--- src/rtl/rfla_pkg.sv ---
// Shared types and constants for the receive FIFO and line assembler.
`timescale 1ns / 1ps
package rfla_pkg;

    typedef enum logic [1:0] {
        OP_RX    = 2'd0,
        OP_POP   = 2'd1,
        OP_LINE  = 2'd2,
        OP_CLEAR = 2'd3
    } t_op;

    typedef enum logic [2:0] {
        S_IDLE,
        S_EXEC,
        S_STAT,
        S_RD,
        S_EMIT
    } t_state;

    localparam logic [7:0] CH_LF  = 8'h0A;
    localparam logic [7:0] CH_CR  = 8'h0D;
    localparam logic [7:0] CH_BS  = 8'h08;
    localparam logic [7:0] CH_DEL = 8'h7F;

    localparam logic [6:0] MAX_RES = 7'd64;

    typedef struct packed {
        logic load;
        logic exec;
        logic emit_stat;
        logic rd;
        logic emit_byte;
    } t_cmd;

    typedef struct packed {
        logic burst;
        logic last;
        logic out_free;
    } t_sts;

endpackage

--- src/rtl/rfla_ram.sv ---
// Generic simple dual-port RAM with registered read.
`timescale 1ns / 1ps
module rfla_ram #(
    parameter int WIDTH = 8,
    parameter int DEPTH = 256
) (
    input  logic                     i_clk,
    input  logic                     i_we,
    input  logic [$clog2(DEPTH)-1:0] i_waddr,
    input  logic [WIDTH-1:0]         i_wdata,
    input  logic                     i_re,
    input  logic [$clog2(DEPTH)-1:0] i_raddr,
    output logic [WIDTH-1:0]         o_rdata
);

    logic [WIDTH-1:0] r_mem [DEPTH];
    logic [WIDTH-1:0] r_rdata;

    always_ff @(posedge i_clk) begin
        if (i_we) begin
            r_mem[i_waddr] <= i_wdata;
        end
        if (i_re) begin
            r_rdata <= r_mem[i_raddr];
        end
    end

    assign o_rdata = r_rdata;

endmodule

--- src/rtl/rfla_ctrl.sv ---
// Controller state machine: sequences execute, status result and byte bursts.
`timescale 1ns / 1ps
module rfla_ctrl (
    input  logic           i_clk,
    input  logic           i_rst_n,
    input  logic           i_in_valid,
    input  rfla_pkg::t_sts i_sts,
    output rfla_pkg::t_cmd o_cmd,
    output logic           o_in_ready
);
    import rfla_pkg::*;

    t_state r_state;
    t_state n_state;

    always_ff @(posedge i_clk) begin
        if (!i_rst_n) begin
            r_state <= S_IDLE;
        end else begin
            r_state <= n_state;
        end
    end

    always_comb begin
        n_state = r_state;
        case (r_state)
            S_IDLE: begin
                if (i_in_valid) n_state = S_EXEC;
            end
            S_EXEC: begin
                n_state = i_sts.burst ? S_RD : S_STAT;
            end
            S_STAT: begin
                if (i_sts.out_free) n_state = S_IDLE;
            end
            S_RD: begin
                n_state = S_EMIT;
            end
            S_EMIT: begin
                if (i_sts.out_free) n_state = i_sts.last ? S_IDLE : S_RD;
            end
            default: begin
                n_state = S_IDLE;
            end
        endcase
    end

    always_comb begin
        o_cmd           = '0;
        o_in_ready      = 1'b0;
        case (r_state)
            S_IDLE: begin
                o_in_ready = 1'b1;
                o_cmd.load = i_in_valid;
            end
            S_EXEC: begin
                o_cmd.exec = 1'b1;
            end
            S_STAT: begin
                o_cmd.emit_stat = i_sts.out_free;
            end
            S_RD: begin
                o_cmd.rd = 1'b1;
            end
            S_EMIT: begin
                o_cmd.emit_byte = i_sts.out_free;
            end
            default: begin
                o_cmd = '0;
            end
        endcase
    end

    a_load_exec: assert property (@(posedge i_clk) disable iff (!i_rst_n)
        o_cmd.load |=> r_state == S_EXEC)
        else $error("accepted item not executed next cycle");

    a_last_idle: assert property (@(posedge i_clk) disable iff (!i_rst_n)
        (o_cmd.emit_byte && i_sts.last) |=> r_state == S_IDLE)
        else $error("burst did not end after last byte");

endmodule

--- src/rtl/rfla_dp.sv ---
// Datapath: FIFO and line storage, pointers, line editor and output register.
`timescale 1ns / 1ps
module rfla_dp #(
    parameter int FIFO_DEPTH = 256,
    parameter int LINE_DEPTH = 64
) (
    input  logic           i_clk,
    input  logic           i_rst_n,
    input  rfla_pkg::t_cmd i_cmd,
    output rfla_pkg::t_sts o_sts,
    input  rfla_pkg::t_op  i_op,
    input  logic [7:0]     i_rx_byte,
    input  logic [6:0]     i_pop_count,
    input  logic [6:0]     i_line_max,
    output logic           o_out_valid,
    input  logic           i_out_ready,
    output logic [7:0]     o_data_byte,
    output logic           o_valid_res,
    output logic           o_last,
    output logic [8:0]     o_fifo_level,
    output logic           o_line_ready,
    output logic [5:0]     o_line_length,
    output logic           o_dropped
);
    import rfla_pkg::*;

    localparam int PW = $clog2(FIFO_DEPTH);
    localparam int CW = $clog2(FIFO_DEPTH + 1);
    localparam int LW = $clog2(LINE_DEPTH);
    localparam int W  = (CW > 7) ? CW : 7;
    localparam int EW = (CW > 9) ? CW : 9;

    // latched item
    t_op        r_op;
    logic [7:0] r_byte;
    logic [6:0] r_pc;
    logic [6:0] r_lm;

    // storage control
    logic [PW-1:0] r_wptr, n_wptr;
    logic [PW-1:0] r_rptr;
    logic [CW-1:0] r_count, n_count;
    logic [LW-1:0] r_len, n_len;
    logic          r_done, n_done;
    logic [6:0]    r_n;
    logic [6:0]    r_idx;

    // status captured at execute
    logic [8:0] r_st_level;
    logic       r_st_ready;
    logic [5:0] r_st_len;
    logic       r_st_drop;

    // output register
    logic       r_out_valid;
    logic [7:0] r_data;
    logic       r_valid_res;
    logic       r_last;
    logic [8:0] r_level;
    logic       r_ready;
    logic [5:0] r_length;
    logic       r_drop;

    logic          full;
    logic          fifo_we;
    logic          line_we;
    logic          drop;
    logic          rd_ok;
    logic [6:0]    pc_sat;
    logic [W-1:0]  cnt_w;
    logic [6:0]    n_pop;
    logic [6:0]    len7;
    logic [6:0]    lim;
    logic [6:0]    n_line;
    logic [6:0]    exec_n;
    logic [6:0]    st_len7;
    logic [EW-1:0] lvl_ext;
    logic          out_free;
    logic [7:0]    fifo_rdata;
    logic [7:0]    line_rdata;

    assign full   = (r_count == CW'(FIFO_DEPTH));
    assign pc_sat = (r_pc > MAX_RES) ? MAX_RES : r_pc;
    assign cnt_w  = W'(r_count);
    assign n_pop  = (W'(pc_sat) <= cnt_w) ? pc_sat : cnt_w[6:0];
    assign rd_ok  = (r_lm != 7'd0) && r_done;
    assign len7   = 7'(r_len);
    assign lim    = r_lm - 7'd1;
    assign n_line = rd_ok ? ((len7 < lim) ? len7 : lim) : 7'd0;

    always_comb begin
        n_wptr  = r_wptr;
        n_count = r_count;
        n_len   = r_len;
        n_done  = r_done;
        fifo_we = 1'b0;
        line_we = 1'b0;
        drop    = 1'b0;
        exec_n  = 7'd0;
        st_len7 = 7'(r_len);
        case (r_op)
            OP_RX: begin
                if (full) begin
                    drop = 1'b1;
                end else begin
                    fifo_we = 1'b1;
                    n_wptr  = (r_wptr == PW'(FIFO_DEPTH - 1)) ? '0 : r_wptr + PW'(1);
                    n_count = r_count + CW'(1);
                end
                if (!r_done) begin
                    if (r_byte inside {CH_LF, CH_CR}) begin
                        if (r_len != '0) n_done = 1'b1;
                    end else if (r_byte inside {CH_BS, CH_DEL}) begin
                        if (r_len != '0) n_len = r_len - LW'(1);
                    end else if (r_len < LW'(LINE_DEPTH - 1)) begin
                        line_we = 1'b1;
                        n_len   = r_len + LW'(1);
                    end
                end
                st_len7 = 7'(n_len);
            end
            OP_POP: begin
                exec_n  = n_pop;
                n_count = r_count - CW'(n_pop);
            end
            OP_LINE: begin
                exec_n  = n_line;
                st_len7 = n_line;
                if (rd_ok) begin
                    n_len  = '0;
                    n_done = 1'b0;
                end
            end
            OP_CLEAR: begin
                n_wptr  = '0;
                n_count = '0;
                n_len   = '0;
                n_done  = 1'b0;
                st_len7 = 7'd0;
            end
            default: begin
                exec_n = 7'd0;
            end
        endcase
    end

    assign lvl_ext = EW'(n_count);
    assign out_free = !r_out_valid || i_out_ready;

    assign o_sts.burst    = (exec_n != 7'd0);
    assign o_sts.last     = ((r_idx + 7'd1) == r_n);
    assign o_sts.out_free = out_free;

    always_ff @(posedge i_clk) begin
        if (i_cmd.load) begin
            r_op   <= i_op;
            r_byte <= i_rx_byte;
            r_pc   <= i_pop_count;
            r_lm   <= i_line_max;
        end
        if (i_cmd.exec) begin
            r_st_level <= lvl_ext[8:0];
            r_st_ready <= n_done;
            r_st_len   <= st_len7[5:0];
            r_st_drop  <= drop;
        end
        if (i_cmd.emit_stat) begin
            r_data      <= 8'd0;
            r_valid_res <= 1'b0;
            r_last      <= 1'b1;
        end else if (i_cmd.emit_byte) begin
            r_data      <= (r_op == OP_POP) ? fifo_rdata : line_rdata;
            r_valid_res <= 1'b1;
            r_last      <= o_sts.last;
        end
        if (i_cmd.emit_stat || i_cmd.emit_byte) begin
            r_level  <= r_st_level;
            r_ready  <= r_st_ready;
            r_length <= r_st_len;
            r_drop   <= r_st_drop;
        end
    end

    always_ff @(posedge i_clk) begin
        if (!i_rst_n) begin
            r_wptr      <= '0;
            r_rptr      <= '0;
            r_count     <= '0;
            r_len       <= '0;
            r_done      <= 1'b0;
            r_n         <= 7'd0;
            r_idx       <= 7'd0;
            r_out_valid <= 1'b0;
        end else begin
            if (i_cmd.exec) begin
                r_wptr  <= n_wptr;
                r_count <= n_count;
                r_len   <= n_len;
                r_done  <= n_done;
                r_n     <= exec_n;
                r_idx   <= 7'd0;
                if (r_op == OP_CLEAR) r_rptr <= '0;
            end
            if (i_cmd.emit_byte) begin
                r_idx <= r_idx + 7'd1;
                if (r_op == OP_POP) begin
                    r_rptr <= (r_rptr == PW'(FIFO_DEPTH - 1)) ? '0 : r_rptr + PW'(1);
                end
            end
            if (i_cmd.emit_stat || i_cmd.emit_byte) begin
                r_out_valid <= 1'b1;
            end else if (i_out_ready) begin
                r_out_valid <= 1'b0;
            end
        end
    end

    rfla_ram #(
        .WIDTH (8),
        .DEPTH (FIFO_DEPTH)
    ) u_fifo_ram (
        .i_clk   (i_clk),
        .i_we    (i_cmd.exec && fifo_we),
        .i_waddr (r_wptr),
        .i_wdata (r_byte),
        .i_re    (i_cmd.rd && (r_op == OP_POP)),
        .i_raddr (r_rptr),
        .o_rdata (fifo_rdata)
    );

    rfla_ram #(
        .WIDTH (8),
        .DEPTH (LINE_DEPTH)
    ) u_line_ram (
        .i_clk   (i_clk),
        .i_we    (i_cmd.exec && line_we),
        .i_waddr (r_len),
        .i_wdata (r_byte),
        .i_re    (i_cmd.rd && (r_op == OP_LINE)),
        .i_raddr (r_idx[LW-1:0]),
        .o_rdata (line_rdata)
    );

    assign o_out_valid   = r_out_valid;
    assign o_data_byte   = r_data;
    assign o_valid_res   = r_valid_res;
    assign o_last        = r_last;
    assign o_fifo_level  = r_level;
    assign o_line_ready  = r_ready;
    assign o_line_length = r_length;
    assign o_dropped     = r_drop;

    a_count_bound: assert property (@(posedge i_clk) disable iff (!i_rst_n)
        r_count <= CW'(FIFO_DEPTH))
        else $error("fifo count above depth");

    a_done_len: assert property (@(posedge i_clk) disable iff (!i_rst_n)
        r_done |-> (r_len != '0))
        else $error("pending line is empty");

    a_idx_bound: assert property (@(posedge i_clk) disable iff (!i_rst_n)
        (i_cmd.rd || i_cmd.emit_byte) |-> (r_idx < r_n))
        else $error("burst index beyond byte count");

endmodule

--- src/rtl/rx_fifo_line_assembler.sv ---
// Top level: receive byte FIFO with line editor.
//
//  channel | valid       | ready       | payload
//  --------+-------------+-------------+------------------------------------------------
//  in      | i_in_valid  | o_in_ready  | i_op i_rx_byte i_pop_count i_line_max
//  out     | o_out_valid | i_out_ready | o_data_byte o_valid_res o_last o_fifo_level
//          |             |             | o_line_ready o_line_length o_dropped
//
// One item at a time: accept, an execute state, then the results.
// Status-only items go from execute to a status state; pop and line reads alternate a read
// state and an emit state per byte, for the registered read of the storage RAMs (address, then load).
// The output register lets the next item enter while the last result waits.
// Synchronous active-low reset empties both stores; no clearing pass is needed.
// A stalled output holds the burst in place until the result is taken.
`timescale 1ns / 1ps
module rx_fifo_line_assembler #(
    parameter int FIFO_DEPTH = 256,
    parameter int LINE_DEPTH = 64
) (
    input  logic       i_clk,
    input  logic       i_rst_n,
    input  logic       i_in_valid,
    output logic       o_in_ready,
    input  logic [1:0] i_op,
    input  logic [7:0] i_rx_byte,
    input  logic [6:0] i_pop_count,
    input  logic [6:0] i_line_max,
    output logic       o_out_valid,
    input  logic       i_out_ready,
    output logic [7:0] o_data_byte,
    output logic       o_valid_res,
    output logic       o_last,
    output logic [8:0] o_fifo_level,
    output logic       o_line_ready,
    output logic [5:0] o_line_length,
    output logic       o_dropped
);
    import rfla_pkg::*;

    t_cmd cmd;
    t_sts sts;

    rfla_ctrl u_ctrl (
        .i_clk      (i_clk),
        .i_rst_n    (i_rst_n),
        .i_in_valid (i_in_valid),
        .i_sts      (sts),
        .o_cmd      (cmd),
        .o_in_ready (o_in_ready)
    );

    rfla_dp #(
        .FIFO_DEPTH (FIFO_DEPTH),
        .LINE_DEPTH (LINE_DEPTH)
    ) u_dp (
        .i_clk         (i_clk),
        .i_rst_n       (i_rst_n),
        .i_cmd         (cmd),
        .o_sts         (sts),
        .i_op          (t_op'(i_op)),
        .i_rx_byte     (i_rx_byte),
        .i_pop_count   (i_pop_count),
        .i_line_max    (i_line_max),
        .o_out_valid   (o_out_valid),
        .i_out_ready   (i_out_ready),
        .o_data_byte   (o_data_byte),
        .o_valid_res   (o_valid_res),
        .o_last        (o_last),
        .o_fifo_level  (o_fifo_level),
        .o_line_ready  (o_line_ready),
        .o_line_length (o_line_length),
        .o_dropped     (o_dropped)
    );

endmodule

--- config.mk ---
export PLATFORM = sky130hd
export DESIGN_NAME = rx_fifo_line_assembler
export DESIGN_NICKNAME = d
export VERILOG_FILES = /design/src/rtl/rfla_pkg.sv /design/src/rtl/rfla_ram.sv /design/src/rtl/rfla_ctrl.sv /design/src/rtl/rfla_dp.sv /design/src/rtl/rx_fifo_line_assembler.sv
export SDC_FILE = /design/constraint.sdc
export NUM_CORES = 2
export LEC_CHECK = 0
export BUFFER_PORTS_ARGS = -buffer_cell sky130_fd_sc_hd__buf_2
export CAP_MARGIN = 15
export CORE_MARGIN = 1.5
export CORE_UTILIZATION = 30
export CTS_BUF_LIST = sky130_fd_sc_hd__clkbuf_4
export CTS_CLUSTER_SIZE = 8
export DETAILED_ROUTE_END_ITERATION = 8
export GPL_ROUTABILITY_DRIVEN = 0
export PLACE_DENSITY = 0.53
export SLEW_MARGIN = 10
export SYNTH_ARGS = -nofsm -noshare
export SYNTH_HDL_FRONTEND = slang
export SYNTH_SLANG_ARGS = --single-unit
--- constraint.sdc ---
create_clock -name i_clk -period 20.1 [get_ports i_clk]
set_input_delay 1.005 -clock i_clk [delete_from_list [all_inputs] [get_ports i_clk]]
set_output_delay 1.005 -clock i_clk [all_outputs]
set_load 0.03 [all_outputs]
==> flow_summary.toml <==
[run_status]
status = "complete, no violations"

[synth]
synthSimpleGateAreaFrac = 0.0274
synth_compound_area_frac = 0.0169
synth_edf_count = 2634
yosys_warnings = 0
synthMuxAreaShare = 0.174
synth_seq_area_share = 0.762
synth-main-ff-cell = "edfxtp_1"
synth-xor-area-share = 0.00208
syn_nets = 4889
synth_top_family_by_area = "multiplexers"
synth-adder-area-share = 0.00458
syn-cell-area_um2 = 105000
synth_top_area_share = 0.751
synth_cell_types = 63
synth_top_cell_by_area = "edfxtp_1"
synth-seq-cells = 2694
synthCells = 4823
synth_area_per_cell_um2 = 21.8
synth.area.top_cells = "edfxtp_1 75%, mux4_2 17%, nor2_1 1.3%"
async_flop_share = 0

[critical_path]
r2r-end = "u_dp.u_fifo_ram.o_rdata[3]"
crit_path_start_kind = "flip-flop"
cpMaxStageDelayCell = "dfxtp_4"
worstPathBufferInverterCount = 3
cp-end-kind = "flip-flop"
path_cells = "buf_4, buf_4, buf_4, mux4_2, mux4_2, a22o_1, a221oi_1, o22ai_1, a211o_1"
crit_top_cell = "buf_4"
r2r_setup_slack_ns = 14.50
required_ns = 21.39
crit_arrival_ns = 6.90
crit_type = "reg -> reg"
r2r_cells = 9
crit_path_max_fanout = 65
cpPeakStageDelay_ns = 0.92
cp_top_family = "buffers and inverters"
r2r_start = "u_dp.r_rptr[1]"

[drt]
ant_nets = 0
dr.pass1.iters = 7
viasPerCell = 4.95
routed_wl_um = 268000
vias = 51900
wl_per_cell_um = 25.6
drt_first_iter_violations = 4885
drc = 0

[timing]
finalSetupViolCount = 0
fin_crit_ns = 5.60
layout_setup_ws_ns = 14.50
rsz0062_at_grt = "false"
slew_viol_final = 0
fmax_ghz = 0.179
fin_crit_sh = 0.279
worst_pin_slew_ns = 1.37
hold_ws_ns = 0.204
max-slew-margin-rel = 0.0837
hold_violations = 0
fin_tns_setup_ns = 0
clock_skew_ns = 0.163

[power]
p_total_mw = 11.7
leakage_nw = 36.1
ir_worst_vdd_v = 0.0000673
power-per-cell-area_nw_per_um2 = 97.7

[finish]
syn_to_final_growth_pct = 13.9
num-nets-final = 5495
drive_above_1_share = 0.350
postLayoutCellArea_um2 = 120000

[die]
die_w_um = 596
initial_core_util = 0.301
die_h_um = 596
core-area_um2 = 349000
io_pins = 57
rows = 217
die_area_um2 = 355000

[global_routing]
grt_pass1_vias = 54200
antenna_found_initial = 12
gr-total-overflow = 0
grt_pass1_wl_um = 385000
grt_max_degree = 225
track_usage = 0.148

[cts]
cts_setup_buffers = 0
cts_buffer_depth = 4
path_clk_slew_ns = 0.07
ctsRootBufferMaster = "clkbuf_4"
clock_sinks = 2694
clk_latency_ns = 1.59
cts_tree = "done"
ctsHtreeMaxLevel = 6
cts_buffers = 689
ctsResizeCount = 0

[flow_run]
maxCapViolCount = 0

[hold_path]
hp-class = "in -> reg"
min_from = "i_pop_count[5]"
min_to = "u_dp.r_pc[5]"
min_path_cells = 2

[placement]
port_buffers = 56
placed_area_um2 = 111000
dp_hpwl_um = 151000
place_ws_ns = 14.40
-- synth_stat cells, drive strengths merged (9+ instances only) --
master / n
a21boi: 12
o21ai: 62
inv: 33
buf: 102
a22o: 17
ha: 37
clkbuf: 177
dfxtp: 60
nor2: 373
nor2b: 38
nand4: 9
nor3: 25
and2: 10
xnor2: 17
a21oi: 43
mux2i: 17
nand2: 126
mux4: 808
and3: 11
edfxtp: 2634
a221oi: 17
nand3: 34
a22oi: 44
-- placed cells by master, fill, tap and decap left out, types with 20 or more instances in the layout --
master         netlist  layout
buf_2               64      56
edfxtp_1          2634    2634
clkbuf_4             0     983
inv_1               32      32
nor2_1             373     372
o21ai_0             62      62
buf_4                3      80
a22oi_1             44      44
dfxtp_1             60      52
mux4_2             808     808
clkinv_1             0      84
dlygate4sd3_1        0      41
nand2_1            126     114
a21oi_1             42      42
nor2b_1             38      36
ha_1                37      37
clkinv_4             0      20
nand3_1             34      30
nor3_1              25      23
-- metal layers --
layer / wire length, um / GRT usage / vias up / part of all wire
li1: - / - / 21900 / -
met1: 115000 / 0.200 / 27700 / 0.43
met2: 130000 / 0.239 / 1797 / 0.49
met3: 16900 / 0.0305 / 442 / 0.063
met4: 6560 / 0.0489 / 4 / 0.024
met5: 26 / 0 / - / 0.000097
-- sequential cells by signal (all words and copies together) (netlist names), 8 cells and up --
signal	flops
u_dp.cnt_w	9
u_dp.u_fifo_ram.o_rdata	8
u_dp.r_byte	8
u_dp.o_fifo_level	9
u_dp.o_data_byte	8
u_dp.u_fifo_ram.r_mem	2048
u_dp.r_wptr	8
u_dp.r_st_level	9
u_dp.r_rptr	8
u_dp.u_line_ram.r_mem	512
u_dp.u_line_ram.o_rdata	8
-- worst max-delay path by stage --
stage,start,end,cells past startpoint,slack (ns)
floorplan,u_dp.r_byte[2],u_dp.u_line_ram.r_mem[46][0],6,13.27
global placement,u_dp.r_rptr[1],u_dp.u_fifo_ram.o_rdata[3],9,14.40
detailed placement,u_dp.r_rptr[1],u_dp.u_fifo_ram.o_rdata[3],9,14.40
CTS,u_dp.r_rptr[1],u_dp.u_fifo_ram.o_rdata[3],9,14.45
global route,u_dp.r_rptr[1],u_dp.u_fifo_ram.o_rdata[3],9,14.36
finish,u_dp.r_rptr[1],u_dp.u_fifo_ram.o_rdata[3],9,14.50
-- layout make-up --
cell class,instances,area (um2)
Clock inverter,157,980
Fill cell,32600,229000
Multi-Input combinational cell,1817,23800
Sequential cell,2694,80300
Clock buffer,983,7380
Timing Repair Buffer,194,1600
Inverter,33,124
Antenna cell,8,20.0
Tap cell,4599,5750
-- logic make-up after synthesis --
kind of cell,count (synthesis)
DFF,2694
muxes,826
and+or+nand+nor,668
buffers and inverters,312
AOI/OAI and AO/OA,260
adders and majority gates,38
xor gates and xnor gates,25
-- through the flow --
stage,instances,util
after floorplan,4823,-
after global placement,9287,0.318
after detailed placement,9293,0.318
after CTS,10500,0.343
after global routing,10500,0.343
final,10500,0.343
-- report_power, final --
part	leakage [nW]	internal, mW	switching (mW)
Combinational	6.93	0.161	0.543
Clock	4.98	2.30	2.24
Sequential	24.2	6.43	0.0428
-- what timing repair did --
action / in CTS / in global routing
hold buffers: 41 / 0
setup endpoints to repair: 0 / 0
endpoints found under the hold margin: 55 / 0
No activity file was read; power rests on OpenSTA's default activity.
